--- config.mk ---
export PLATFORM = sky130hd
export DESIGN_NAME = dct_ram
export DESIGN_NICKNAME = d
export VERILOG_FILES = /design/src/dct_pkg.sv /design/src/dct_ram.sv
export SDC_FILE = /design/constraint.sdc
export NUM_CORES = 1
export LEC_CHECK = 0
export BUFFER_PORTS_ARGS = -buffer_cell sky130_fd_sc_hd__buf_4
export CORE_ASPECT_RATIO = 1.75
export CORE_MARGIN = 2
export CORE_UTILIZATION = 51
export DETAILED_ROUTE_END_ITERATION = 8
export HOLD_SLACK_MARGIN = 0.15
export PLACE_DENSITY = 0.65
export SYNTH_ARGS = -nofsm -noshare
export SYNTH_HDL_FRONTEND = slang
export SYNTH_SLANG_ARGS = --single-unit
--- constraint.sdc ---
create_clock -name clk -period 3.7 [get_ports clk]
set_clock_uncertainty 0.2 [all_clocks]
set_input_delay 0.555 -clock clk [delete_from_list [all_inputs] [get_ports clk]]
set_output_delay 0.555 -clock clk [all_outputs]
set_load 0.01 [all_outputs]
--- src/dct_pkg.sv ---
// dct_pkg: transaction types and fixed codes of the dependency counter table
// depends on nothing; imported by every module of the block
package dct_pkg;

  localparam int unsigned HANDLE_W = 32;
  localparam int unsigned GEN_W    = 16;
  localparam int unsigned IDF_W    = 16;
  localparam int unsigned TAG_W    = 32;
  localparam int unsigned WORKER_W = 8;

  localparam logic [1:0] KIND_INC    = 2'd0;
  localparam logic [1:0] KIND_DEC    = 2'd1;
  localparam logic [1:0] KIND_QUERY  = 2'd2;
  localparam logic [1:0] KIND_SUBMIT = 2'd3;

  localparam logic [1:0] STATUS_OK         = 2'd0;
  localparam logic [1:0] STATUS_NO_SLOT    = 2'd1;
  localparam logic [1:0] STATUS_STALE      = 2'd2;
  localparam logic [1:0] STATUS_CHAIN_FULL = 2'd3;

  typedef struct packed {
    logic [1:0]          kind;
    logic [HANDLE_W-1:0] target_handle;
    logic                target_valid;
    logic [HANDLE_W-1:0] precondition_handle;
    logic                precondition_valid;
    logic [TAG_W-1:0]    job_tag;
    logic [WORKER_W-1:0] job_worker;
  } in_item_t;

  typedef struct packed {
    logic [HANDLE_W-1:0] handle_out;
    logic                handle_out_valid;
    logic                is_zero;
    logic                released;
    logic [TAG_W-1:0]    rel_job_tag;
    logic [WORKER_W-1:0] rel_worker;
    logic [HANDLE_W-1:0] rel_finish_handle;
    logic                rel_finish_valid;
    logic                last;
    logic [1:0]          status;
  } out_item_t;

  localparam out_item_t OUT_NONE = '{last: 1'b1, default: '0};

endpackage

--- src/dct_ram.sv ---
// dct_ram: one-write one-read synchronous memory, registered read data
// same-cycle write to the read address is forwarded; uses dct_pkg
module dct_ram
  import dct_pkg::*;
#(
  parameter int unsigned WIDTH = 8,
  parameter int unsigned DEPTH = 16
) (
  input  logic                     clk,
  input  logic                     we,
  input  logic [$clog2(DEPTH)-1:0] waddr,
  input  logic [WIDTH-1:0]         wdata,
  input  logic                     re,
  input  logic [$clog2(DEPTH)-1:0] raddr,
  output logic [WIDTH-1:0]         rdata
);

  logic [WIDTH-1:0] mem [DEPTH];
  logic [WIDTH-1:0] rdata_r;

  always_ff @(posedge clk) begin
    if (we) begin
      mem[waddr] <= wdata;
    end
    if (re) begin
      rdata_r <= (we && (waddr == raddr)) ? wdata : mem[raddr];
    end
  end

  assign rdata = rdata_r;

endmodule

* After elaboration in Yosys (flattened, before gate mapping)
Memory sizes are Yosys's and may differ from the RTL's. A register that Yosys moved wholly into a read port is not among the register bits.
Cells that the tools add are included.
** Cells by class
- Muxes and demuxes :: 2
** Operators by type and width (number)
- two-way mux 1 bit :: 2
** Word-level totals
- RAM bits :: 128
- Flip-flop bits (word level) :: 0
- Word-level logic and storage cells :: 3
- Output and inout bits :: 8
- Memories kept :: 1
** Memories
- mem :: words 16, bits a word 8, rd ports 1, clocked after Yosys merged registers in 1, wr ports 1, line dct_ram.sv:18 : logic [WIDTH-1:0] mem [DEPTH];

* Depth between registers and ports, before layout
- Depth in word-level cells :: 2
- Depth in mapped cells :: 6
- Mapped depth without buffers :: 4

* Worst setup path after synthesis
No wires, ideal clock.
- Path type :: input-to-reg
- Start :: input raddr[0]
- End :: register rdata_r[1], in the netlist rdata[1], read port of mem (data pin)
- Path slack :: 1.442 ns
- Data required time :: 3.240 ns
- Arrival :: 1.799 ns
- Library setup time :: 0.260 ns
- Cell stages on the path :: 6
- Cell sequence :: buf_6 > buf_6 > mux4_1 > mux2i_1 > mux2i_1 > mux2_2
** RTL lines
- start: declaration :: line dct_ram.sv:14 : input logic [$clog2(DEPTH)-1:0] raddr,
- end: declaration :: line dct_ram.sv:19 : logic [WIDTH-1:0] rdata_r;

==> summary.txt <==
Worst setup path
  – Setup crit start kind: input port
  – Slowest cell delay on critical path: 0.58 ns
  – Reg2reg path depth: 4
  – Worst Path Max Fanout: 18
  – Crit Path Category: input port to flip-flop
  – Worst Setup End Kind: flip-flop
  – Reg-to-reg slack, setup: 1.78 ns
  – Critical path, cell by cell: buf_4 > buf_4 > mux4_1 > mux2i_1 > mux2i_1 > mux2_2
  – WP data arrival: 2.29 ns
  – CP required: 3.67 ns
  – Slowest cell on the critical path: mux4_1

Job
  – Max-capacitance violation count: 0

Drt
  – DRC Markers: 0
  – Post-DRT Antenna Nets: 0
  – Routed via count: 2,516
  – Via density: 5.91
  – Post-DR wirelength/cell: 24.2 µm
  – Routed WL: 10,300 µm
  – 1st-iter DRT viols: 184
  – Drt first pass iters: 4

Global routing
  – Largest net degree at the start of global routing: 20
  – Vias in the first global route: 2,673
  – Total grt overflow: 0
  – First-pass GRT wire length: 15,900 µm
  – Antenna violations before repair: 0
  – Tot GR Track Use: 0.204

Power
  – Pwr per Cell Area: 565 nW/µm²
  – Worst vdd ir: 0.457 mV
  – Seq pwr share: 0.481
  – Int Power: 2.89 mW
  – Switching Share: 0.205
  – Combinational power share: 0.053
  – Sw Pwr: 0.743 mW
  – Leak: 2.21 nW
  – Clk network pwr share: 0.467

Logic synthesis
  – Area of the mapped netlist: 5480 µm²
  – Synth area leader: edfxtp_1
  – Mean post-synth cell area: 22.6 µm²
  – Register area share after synthesis: 0.745
  – Top area cells in the synthesized netlist: edfxtp_1 75%, mux4_1 11%, mux2i_1 4.4%
  – Post-synth top flop: edfxtp_1
  – Top post-synthesis cells by count: 136 x edfxtp_1, 24 x mux2i_1, 23 x mux4_1
  – Ys Warns: 0
  – Synth top area share: 0.745
  – Count leader, synth: edfxtp_1
  – Syn_nets: 261
  – Seq cells post-synth: 136
  – Yosys cell types: 19
  – Number of synthesized flops with an enable pin: 136
  – Post-Synthesis Cells: 242
  – Post-synthesis async set-or-reset flop share: 0

Timing
  – Relative slew slack: 0.315
  – Final WS setup: 1.38 ns
  – Final period util: 0.626
  – RSZ-0062 raised after global routing: false
  – Final slew viol count: 0
  – Post-layout min period: 2.32 ns
  – Worst Tran Pin Value: 1.02 ns
  – Setup TNS: 0 ns
  – Max Fclk: 431 MHz
  – Count of final setup violators: 0
  – Fin. Hold Viols: 0

Finish
  – Post-synthesis to final-layout area growth: 17.3%
  – Final Cell Area: 6430 µm²
  – N_diodes: 0
  – Fin util: 0.608
  – Layout cell share with drive strength beyond 1: 0.291
  – Nets: 302

CTS
  – Setup Buffers After CTS: 0
  – Num Clock Sinks: 136
  – CTS tree: done
  – CTS hold repair buffers: 0
  – Skew-Pair Late Insertion Delay: 0.42 ns
  – Clock tree buffer depth: 2
  – Depth of the CTS H-tree: 4
  – Root Driver: clkbuf_16
  – Post-CTS sizing: 0
  – CTS Buf Count: 17
  – Clock transition at path regs: 0.06 ns

Floorplan
  – Die area: 11,600 µm²
  – Initial Util: 0.518
  – Die H: 141 µm
  – CORE AREA: 10,600 µm²
  – Die width: 82.4 µm
  – FP Rows: 50
  – Number of I/O pins: 27

Status
  – Status: finished, final reports clean

Place
  – Number of port buffers: 26
  – Post-DP HPWL: 6650 µm
  – Place WS: 0.950 ns
  – GPL Wtd Cong: 0.723
  – Placed Area: 5820 µm²

Worst hold path
  – Hold WC Path Type: input port to flip-flop
  – Hold depth: 1
-- registers in the layout (all words and copies together), names as in the netlist --
signal  count
mem       128
rdata       8
-- cell families after synthesis --
kind of cell | Yosys count | synth area share
buf+inv | 13 | 0.0162
xor+xnor | 4 | 0.00639
flops | 136 | 0.745
mux | 64 | 0.208
simple gates | 25 | 0.0247
-- cells in the final DEF (no fill, tap or decap), types with 2 or more instances in the layout --
master      instances
nor3_1              3
mux2_2              8
nand3b_1            2
nand2b_1            2
clkinvlp_4          4
xor2_1              3
nand2_1             2
buf_4              35
clkbuf_16          17
clkinv_4            6
mux4_1             23
bufinv_16           3
nor2_1             12
mux4_2              9
mux2i_1            24
edfxtp_1          136
-- final timing paths --
| check | from | to |
|---|---|---|
| max | raddr[0] | rdata[7] |
| min | re | rdata[0] |
| max reg2reg | mem[5][0] | rdata[0] |
| min reg2reg | mem[6][2] | rdata[2] |
-- final cells by class --
type	instances	area, µm²
well taps	130	163
fillers	734	4140
repair buffers	35	263
clock buffers	18	429
multi-input cells	93	1310
clock inverters	14	178
flip-flops and latches	136	4080
-- worst max-delay path: cells and delay by family --
kind | cells | cell delay (ns)
buffers and inverters | 2 | 0.58
multiplexers | 4 | 1.14
-- through the flow --
step	std cells	total power [mW]	hold slack, ns
floorplan	242	1.89	0.454
global placement	394	1.97	0.664
detailed placement	394	1.97	0.673
CTS	426	3.66	0.231
global route	426	3.73	0.238
finish	426	3.63	0.237
-- power groups by stage --
stage	registers (mW)	logic [mW]	clock network, mW
finish	1.75	0.191	1.69
global route	1.75	0.209	1.78
CTS	1.75	0.194	1.72
detailed placement	1.78	0.193	0
global placement	1.78	0.190	0
floorplan	1.78	0.113	0
-- per-layer routing --
layer	vias up	track usage	share of wire
met5	-	0	0
met3	21	0.0499	0.037
li1	1113	-	-
met1	1317	0.247	0.39
met4	0	0.0886	0.023
met2	65	0.340	0.55
No activity file was read; power rests on OpenSTA's default activity.
