File: config.mk
export PLATFORM = sky130hd
export DESIGN_NAME = dct_out_reg
export DESIGN_NICKNAME = d
export VERILOG_FILES = /design/src/dct_pkg.sv /design/src/dct_out_reg.sv
export SDC_FILE = /design/constraint.sdc
export NUM_CORES = 1
export LEC_CHECK = 0
export BUFFER_PORTS_ARGS = -buffer_cell sky130_fd_sc_hd__clkbuf_2
export CORE_MARGIN = 3
export CORE_UTILIZATION = 30
export CTS_CLUSTER_DIAMETER = 80
export CTS_CLUSTER_SIZE = 16
export DETAILED_ROUTE_END_ITERATION = 7
export PLACE_DENSITY = 0.61
export SLEW_MARGIN = 5
export SYNTH_ARGS = -nofsm -noshare
export SYNTH_HDL_FRONTEND = slang
export SYNTH_SLANG_ARGS = --single-unit
export TNS_END_PERCENT = 10
File: constraint.sdc
create_clock -name clk -period 0.8 [get_ports clk]
set_clock_uncertainty 0.2 [all_clocks]
set_input_delay 0.16 -clock clk [delete_from_list [all_inputs] [get_ports clk]]
set_output_delay 0.16 -clock clk [all_outputs]
set_load 0.05 [all_outputs]
File: src/dct_pkg.sv
// dct_pkg: transaction types and fixed codes of the dependency counter table
// depends on nothing; imported by every module of the block
package dct_pkg;

  localparam int unsigned HANDLE_W = 32;
  localparam int unsigned GEN_W    = 16;
  localparam int unsigned IDF_W    = 16;
  localparam int unsigned TAG_W    = 32;
  localparam int unsigned WORKER_W = 8;

  localparam logic [1:0] KIND_INC    = 2'd0;
  localparam logic [1:0] KIND_DEC    = 2'd1;
  localparam logic [1:0] KIND_QUERY  = 2'd2;
  localparam logic [1:0] KIND_SUBMIT = 2'd3;

  localparam logic [1:0] STATUS_OK         = 2'd0;
  localparam logic [1:0] STATUS_NO_SLOT    = 2'd1;
  localparam logic [1:0] STATUS_STALE      = 2'd2;
  localparam logic [1:0] STATUS_CHAIN_FULL = 2'd3;

  typedef struct packed {
    logic [1:0]          kind;
    logic [HANDLE_W-1:0] target_handle;
    logic                target_valid;
    logic [HANDLE_W-1:0] precondition_handle;
    logic                precondition_valid;
    logic [TAG_W-1:0]    job_tag;
    logic [WORKER_W-1:0] job_worker;
  } in_item_t;

  typedef struct packed {
    logic [HANDLE_W-1:0] handle_out;
    logic                handle_out_valid;
    logic                is_zero;
    logic                released;
    logic [TAG_W-1:0]    rel_job_tag;
    logic [WORKER_W-1:0] rel_worker;
    logic [HANDLE_W-1:0] rel_finish_handle;
    logic                rel_finish_valid;
    logic                last;
    logic [1:0]          status;
  } out_item_t;

  localparam out_item_t OUT_NONE = '{last: 1'b1, default: '0};

endpackage

File: src/dct_out_reg.sv
// dct_out_reg: result output register between the sequencer and the out channel
// uses dct_pkg for the result transaction type
module dct_out_reg
  import dct_pkg::*;
(
  input  logic      clk,
  input  logic      rst_n,
  input  logic      load,
  input  out_item_t load_data,
  input  logic      out_ready,
  output logic      out_valid,
  output out_item_t out_data,
  output logic      free
);

  logic      valid_r;
  out_item_t data_r;

  assign free = !valid_r || out_ready;

  always_ff @(posedge clk) begin
    if (!rst_n) begin
      valid_r <= 1'b0;
    end else if (load) begin
      valid_r <= 1'b1;
    end else if (out_ready) begin
      valid_r <= 1'b0;
    end
    if (load) begin
      data_r <= load_data;
    end
  end

  assign out_valid = valid_r;
  assign out_data  = data_r;

endmodule

== Word-level counts from Yosys, hierarchy flattened ==
Cells that the tools add are included.
W data, S select, Z words.

* Bits in read-only memories: 0
* Word-level logic and storage cells: 16
* Memory bits (writable): 0
* Memories kept: 0
* Bits in latches: 0
* Register bits: 112

* $lt $le $gt $ge: 0
* Multiplexer cells: 2
* Shift operators: 0
* Bitwise gates (word level): 0
* Add/subtract/negate cells: 0
* $mul: 0
* Equality and inequality tests: 0
* Reduce and logical (&&, ||, !) cells: 3
* Div/mod/pow operators: 0

{| class="wikitable"
|+ Operators by type and width
! operator !! count
|-
| $mux W1 || 2
|-
| $reduce_bool A2 Y1 || 1
|-
| $logic_not A1 Y1 || 1
|-
| $logic_or A1 B1 Y1 || 1
|}

== Logic depth before layout (Yosys ltp) ==
Gate-level depths: netlist of the first run.

* Word-level depth: 2
* Depth in mapped cells: 2
* Gate-level depth less buffers: 2

== Worst setup path after synthesis of the first run ==
No wires, ideal clock.

* Path type: register -> register
* Start: reg, netlist name out_valid
* End: reg valid_r, in the netlist out_valid
* Required time: 533 ps
* Stages on the path, launching flop included: 3
* Period minus slack after synthesis: 1304 ps
* Library setup time: 67 ps
* Data arrival time: 1037 ps
* Buffers on the path: 0
* Slack: -504 ps
* Path through: dfxtp_1 -> nand2b_4 -> a21boi_2

{| class="wikitable"
|+ RTL lines
! item !! RTL line !! source
|-
| end signal, assigned || dct_out_reg.sv:23 || <nowiki>valid_r <= 1'b0;</nowiki>
|-
| end signal, assigned || dct_out_reg.sv:25 || <nowiki>valid_r <= 1'b1;</nowiki>
|-
| end signal, assigned || dct_out_reg.sv:27 || <nowiki>valid_r <= 1'b0;</nowiki>
|-
| end, declared || dct_out_reg.sv:16 || <nowiki>logic valid_r;</nowiki>
|}

== Final worst setup path of the first run ==
* Start: reg data_r (netlist bit out_data[5])
* End: out out_data[5] (netlist bit)

{| class="wikitable"
|+ RTL lines
! item !! RTL line !! source
|-
| start, declared || dct_out_reg.sv:17 || <nowiki>out_item_t data_r;</nowiki>
|-
| start signal, assigned || dct_out_reg.sv:30 || <nowiki>data_r <= load_data;</nowiki>
|-
| end, declared || dct_out_reg.sv:12 || <nowiki>output out_item_t out_data,</nowiki>
|}

No word-level cell between the ends.

==> results of run 1 <==
worst paths after layout:
kind / startpoint / end
min reg2reg: out_valid$_SDFFE_PN0P_ / out_valid$_SDFFE_PN0P_
max: out_data[5]$_DFFE_PP_ / out_data[5]
min: load_data[86] / out_data[86]$_DFFE_PP_
max reg2reg: out_valid$_SDFFE_PN0P_ / out_valid$_SDFFE_PN0P_
worst register-to-register path: stages, from the launching register on:
cell and delay, ns:
dfxtp_4 0.37, nand2b_4 0.06, buf_4 0.13, a21boi_2 0.11
where the power goes:
part | total, mW | internal, mW | leakage (nW) | switching [mW]
clock network | 4.27 | 2.39 | 0.136 | 1.87
logic | 3.23 | 1.25 | 1.34 | 1.97
registers | 7.20 | 6.97 | 1.10 | 0.228
sequential cells by signal (all words and copies together), names as in the netlist:
register,count
out_valid,1
out_data,111
timing repair:
| action | CTS | global route |
|---|---|---|
| hold endpoints to repair | 112 | 112 |
| resized for setup | 226 | 37 |
| endpoints found under the setup margin | 114 | 114 |
kinds of logic (layout without fill, tap and decap cells):
group / count (synthesis) / count (layout)
DFF: 112 / 112
AOI/OAI and AO/OA: 1 / 1
and+or+nand+nor: 1 / 1
buffers and inverters: 1 / 248
Yosys cell counts:
cell type | number | area [sq um]
inv_1 | 1 | 3.75
edfxtp_1 | 111 | 3330
dfxtp_1 | 1 | 20.0
nand2b_4 | 1 | 13.8
a21boi_2 | 1 | 11.3
routing by layer:
layer  part of all wire (%)  track usage (%)  vias to the layer above
li1                       -                -                      950
met1                     34             14.0                      959
met2                     51             21.5                      127
met3                     12             6.74                       20
met4                    2.4             6.17                        6
met5                   0.40                0                        -
through the flow:
step                power, mW  setup TNS (ns)
floorplan                8.86          -18.15
global placement         9.69          -47.11
detailed placement       9.73          -49.80
CTS                      14.8          -54.69
global route             15.2          -57.04
finish                   14.7          -52.69
layout make-up:
| cell class | instances | area [sq um] |
|---|---|---|
| fillers | 834 | 4860 |
| flip-flops and latches | 112 | 3360 |
| repair buffers | 231 | 2230 |
| clock buffers | 9 | 225 |
| well taps | 140 | 175 |
| clock inverters | 7 | 62.6 |
| multi-input cells | 2 | 25.0 |
| inverters | 1 | 3.75 |
==> metrics.cfg, run 1 <==
[status]
status=finished with violations
violations=hold timing, setup timing

[floorplan]
die_area_sq_mm=0.0126
rows=38
ioPinCount=228
core_sq_mm=0.0109
start_util_pct=30.9
die_y_microns=112
die_w_microns=112

[clock_tree]
cts_setup_buffers=0
clk_latency_ns=0.34
clock_sinks=112
cts_buffers=9
cts_max_path_buffers=2
path_clk_slew_ns=0.07
cts_max_level=3
tritoncts=yes
ctsRootBufferMaster=clkbuf_16

[critical_path]
r2r_slack_ns=-0.14
start_kind=flip-flop
critPathCaptureType=output port
cp_top_family=flip-flops
arrival_ns=0.94
critPathKind=reg -> out
required_ns=0.44
max_stage_delay_ns=0.43
worst-path-max-fanout=1
reg2regPathDepth=3
worstPathCellList=buf_8
path_buf_inv=1
cp_num_cells=1
cp_slowest_cell=edfxtp_1

[synth]
synth_top_family_by_area=simple AND/OR/NAND/NOR gates
synth_xor_area_share_pct=0
muxShareOfSynthArea_pct=0
syn-num-nets=230
synth_fa_ha_area_share_pct=0
synthCells=115
yosysSeqAreaShare_pct=99.1
yosysWarnings=0
synth-compound-area-share_pct=0.333
synth.avg_cell_area_sq_um=29.4
synthSimpleGateAreaFrac_pct=0.407
synthesis.area_sq_mm=0.00338
yosysUniqueCellTypes=5
ys_ff_latch=112

[timing]
rsz0062_at_grt=true
whs_ns=-0.206
setup_violations=114
finalWorstSetupSlack_ns=-0.500
max_freq_mhz=769
fin_crit_sh_pct=162
hold_viol=112
slew_viol_final=0
worstMarginPinSlew_ns=0.274
relSlewSlack_pct=81.7
period_minus_slack_ns=1.30

[min_path]
hp-class=in -> reg
min_path_cells=1

[grt]
track_usage_pct=13.1
antenna_found_initial=3
overflow=0
grt_max_degree=53
grt_pass1_vias=2307
grt_pass1_wl_mm=12.4

[placed_design]
place_ws_ns=-0.309
dp_hpwl_mm=6.33
dp_cells=486
dpl_cell_area_sq_mm=0.00475
gp_congestion=0.717
port_buffers=227

[drt]
routed_via_density=4.11
drc=0
routed_wl_mm=8.28
vias=2062
first_iter_violations=72
wl_per_cell_microns=16.5
ant_nets=0
dr.pass1.iters=4

[finish]
syn2layout_area_growth_pct=79.7
utilization_pct=55.6
design_area_sq_mm=0.00608
layout.nets=472
drive_gt1_share_pct=68.5
final_cells=502
antenna-diode-count=0
final_common_cell=clkbuf_2
most-common-layout-cells=clkbuf_2, edfxtp_1, clkbuf_8

[pwr]
p_per_area_mw_per_mm2=2420
ir_drop_mv=1.32
p_leak_nw=2.57

[flow_run]
maxCapViolations=0

(Power assumes the default switching activity.)
==> run 2, diff against run 1 <==
--- a/config.mk
+++ b/config.mk
@@ -6,7 +6,6 @@
 export NUM_CORES = 1
 export LEC_CHECK = 0
 export BUFFER_PORTS_ARGS = -buffer_cell sky130_fd_sc_hd__clkbuf_2
-export CORE_MARGIN = 3
 export CORE_UTILIZATION = 30
 export CTS_CLUSTER_DIAMETER = 80
 export CTS_CLUSTER_SIZE = 16
==> metrics.cfg, run 2 (synthesis gave the netlist of run 1 again) <==
[status]
status=finished with violations
violations=hold timing, setup timing

[finish]
utilization_pct=54.9
most-common-layout-cells=clkbuf_2, edfxtp_1, clkbuf_8
largest_reg_flops=111
drive_gt1_share_pct=69.1
syn2layout_area_growth_pct=76.9
antenna-diode-count=0
fillers=861
layout.nets=473
design_area_sq_mm=0.00598
final_common_cell=clkbuf_2

[floorplan]
die_y_microns=108
die_w_microns=108
ioPinCount=228
die_area_sq_mm=0.0117
rows=38
core_sq_mm=0.0109
start_util_pct=31.1

[timing]
relSlewSlack_pct=86.6
slew_viol_final=0
hold_viol=112
period_minus_slack_ns=1.34
worstMarginPinSlew_ns=0.201
rsz0062_at_grt=true
max_freq_mhz=744
finalWorstSetupSlack_ns=-0.544
whs_ns=-0.230
setup_violations=114
fin_crit_sh_pct=168

[critical_path]
worstPathCellList=buf_8
reg2regPathDepth=3
worst-path-max-fanout=1
cp_num_cells=1
cp_top_family=flip-flops
start_kind=flip-flop
max_stage_delay_ns=0.45
critPathKind=reg -> out
arrival_ns=0.98
critPathCaptureType=output port
required_ns=0.44
cp_slowest_cell=edfxtp_1
path_buf_inv=1

[grt]
antenna_found_initial=0
track_usage_pct=13.2
grt_max_degree=38
grt_pass1_wl_mm=10.9
overflow=0
grt_pass1_vias=2160

[drt]
drc=0
vias=2000
routed_via_density=3.98
dr.pass1.iters=4
ant_nets=0
routed_wl_mm=7.70
first_iter_violations=60
wl_per_cell_microns=15.3

[pwr]
p_per_area_mw_per_mm2=2230
p_leak_nw=2.54
ir_drop_mv=1.07

[placed_design]
dpl_cell_area_sq_mm=0.00479
gp_congestion=0.715
port_buffers=227

[flow_run]
maxCapViolations=0

[clock_tree]
clock_sinks=112
path_clk_slew_ns=0.10
ctsRootBufferMaster=clkbuf_8
cts_max_path_buffers=2
clk_latency_ns=0.35
tritoncts=yes
cts_setup_buffers=0
cts_max_level=3
cts_buffers=9

[min_path]
min_path_cells=1
hp-class=in -> reg

==> run 2: cell count changes in the layout (fill, tap and decap cells not counted), sizes merged <==
cell / delta
clkbuf: +8
clkinvlp: -1
bufinv: -1
buf: -7
clkinv: +2
==> run 2: timing repair <==
action / in CTS / in global routing
hold endpoints to repair: 112 / 112
setup endpoints to repair: 114 / 114
gates resized for setup: 225 / 28
==> run 2: final cells by class <==
class,count,area (sq um),area share (%)
Sequential cell,112,3360,56.1
Timing Repair Buffer,232,2250,37.6
Tap cell,140,175,2.93
Clock buffer,9,124,2.07
Clock inverter,7,48.8,0.816
Multi-Input combinational cell,2,25.0,0.418
Inverter,1,3.75,0.0627
==> run 2: layer usage <==
layer  global-route usage, %  share of wire, %
met2                    22.7                54
met3                    4.88               8.2
met4                    5.87               1.5
met5                       0                 0
met1                    14.4                36
==> run 2: worst paths after layout <==
kind                               start                     end  slack (ns)
hold reg to reg   out_valid$_SDFFE_PN0P_  out_valid$_SDFFE_PN0P_        0.41
setup / recovery  out_data[69]$_DFFE_PP_            out_data[69]       -0.54
setup reg to reg  out_valid$_SDFFE_PN0P_  out_valid$_SDFFE_PN0P_       -0.11
hold / removal             load_data[60]  out_data[60]$_DFFE_PP_       -0.23
==> run 2: where the power goes <==
group | internal [mW] | switching (mW) | total, mW
clock | 1.13 | 1.80 | 2.93
sequential | 6.97 | 0.220 | 7.19
combinational | 1.25 | 1.98 | 3.23
==> run 2: through the flow <==
stage	worst slack, ns	cells	total power, mW	hold slack (ns)	setup TNS [ns]
final	-0.544	503	13.3	-0.230	-56.11
after detailed placement	-0.264	487	9.74	0.139	-44.59
after global routing	-0.584	503	13.9	-0.268	-62.50
after floorplan	-0.184	115	8.86	0.0589	-18.15
after global placement	-0.257	487	9.71	0.138	-42.82
after CTS	-0.564	503	13.4	-0.261	-59.80
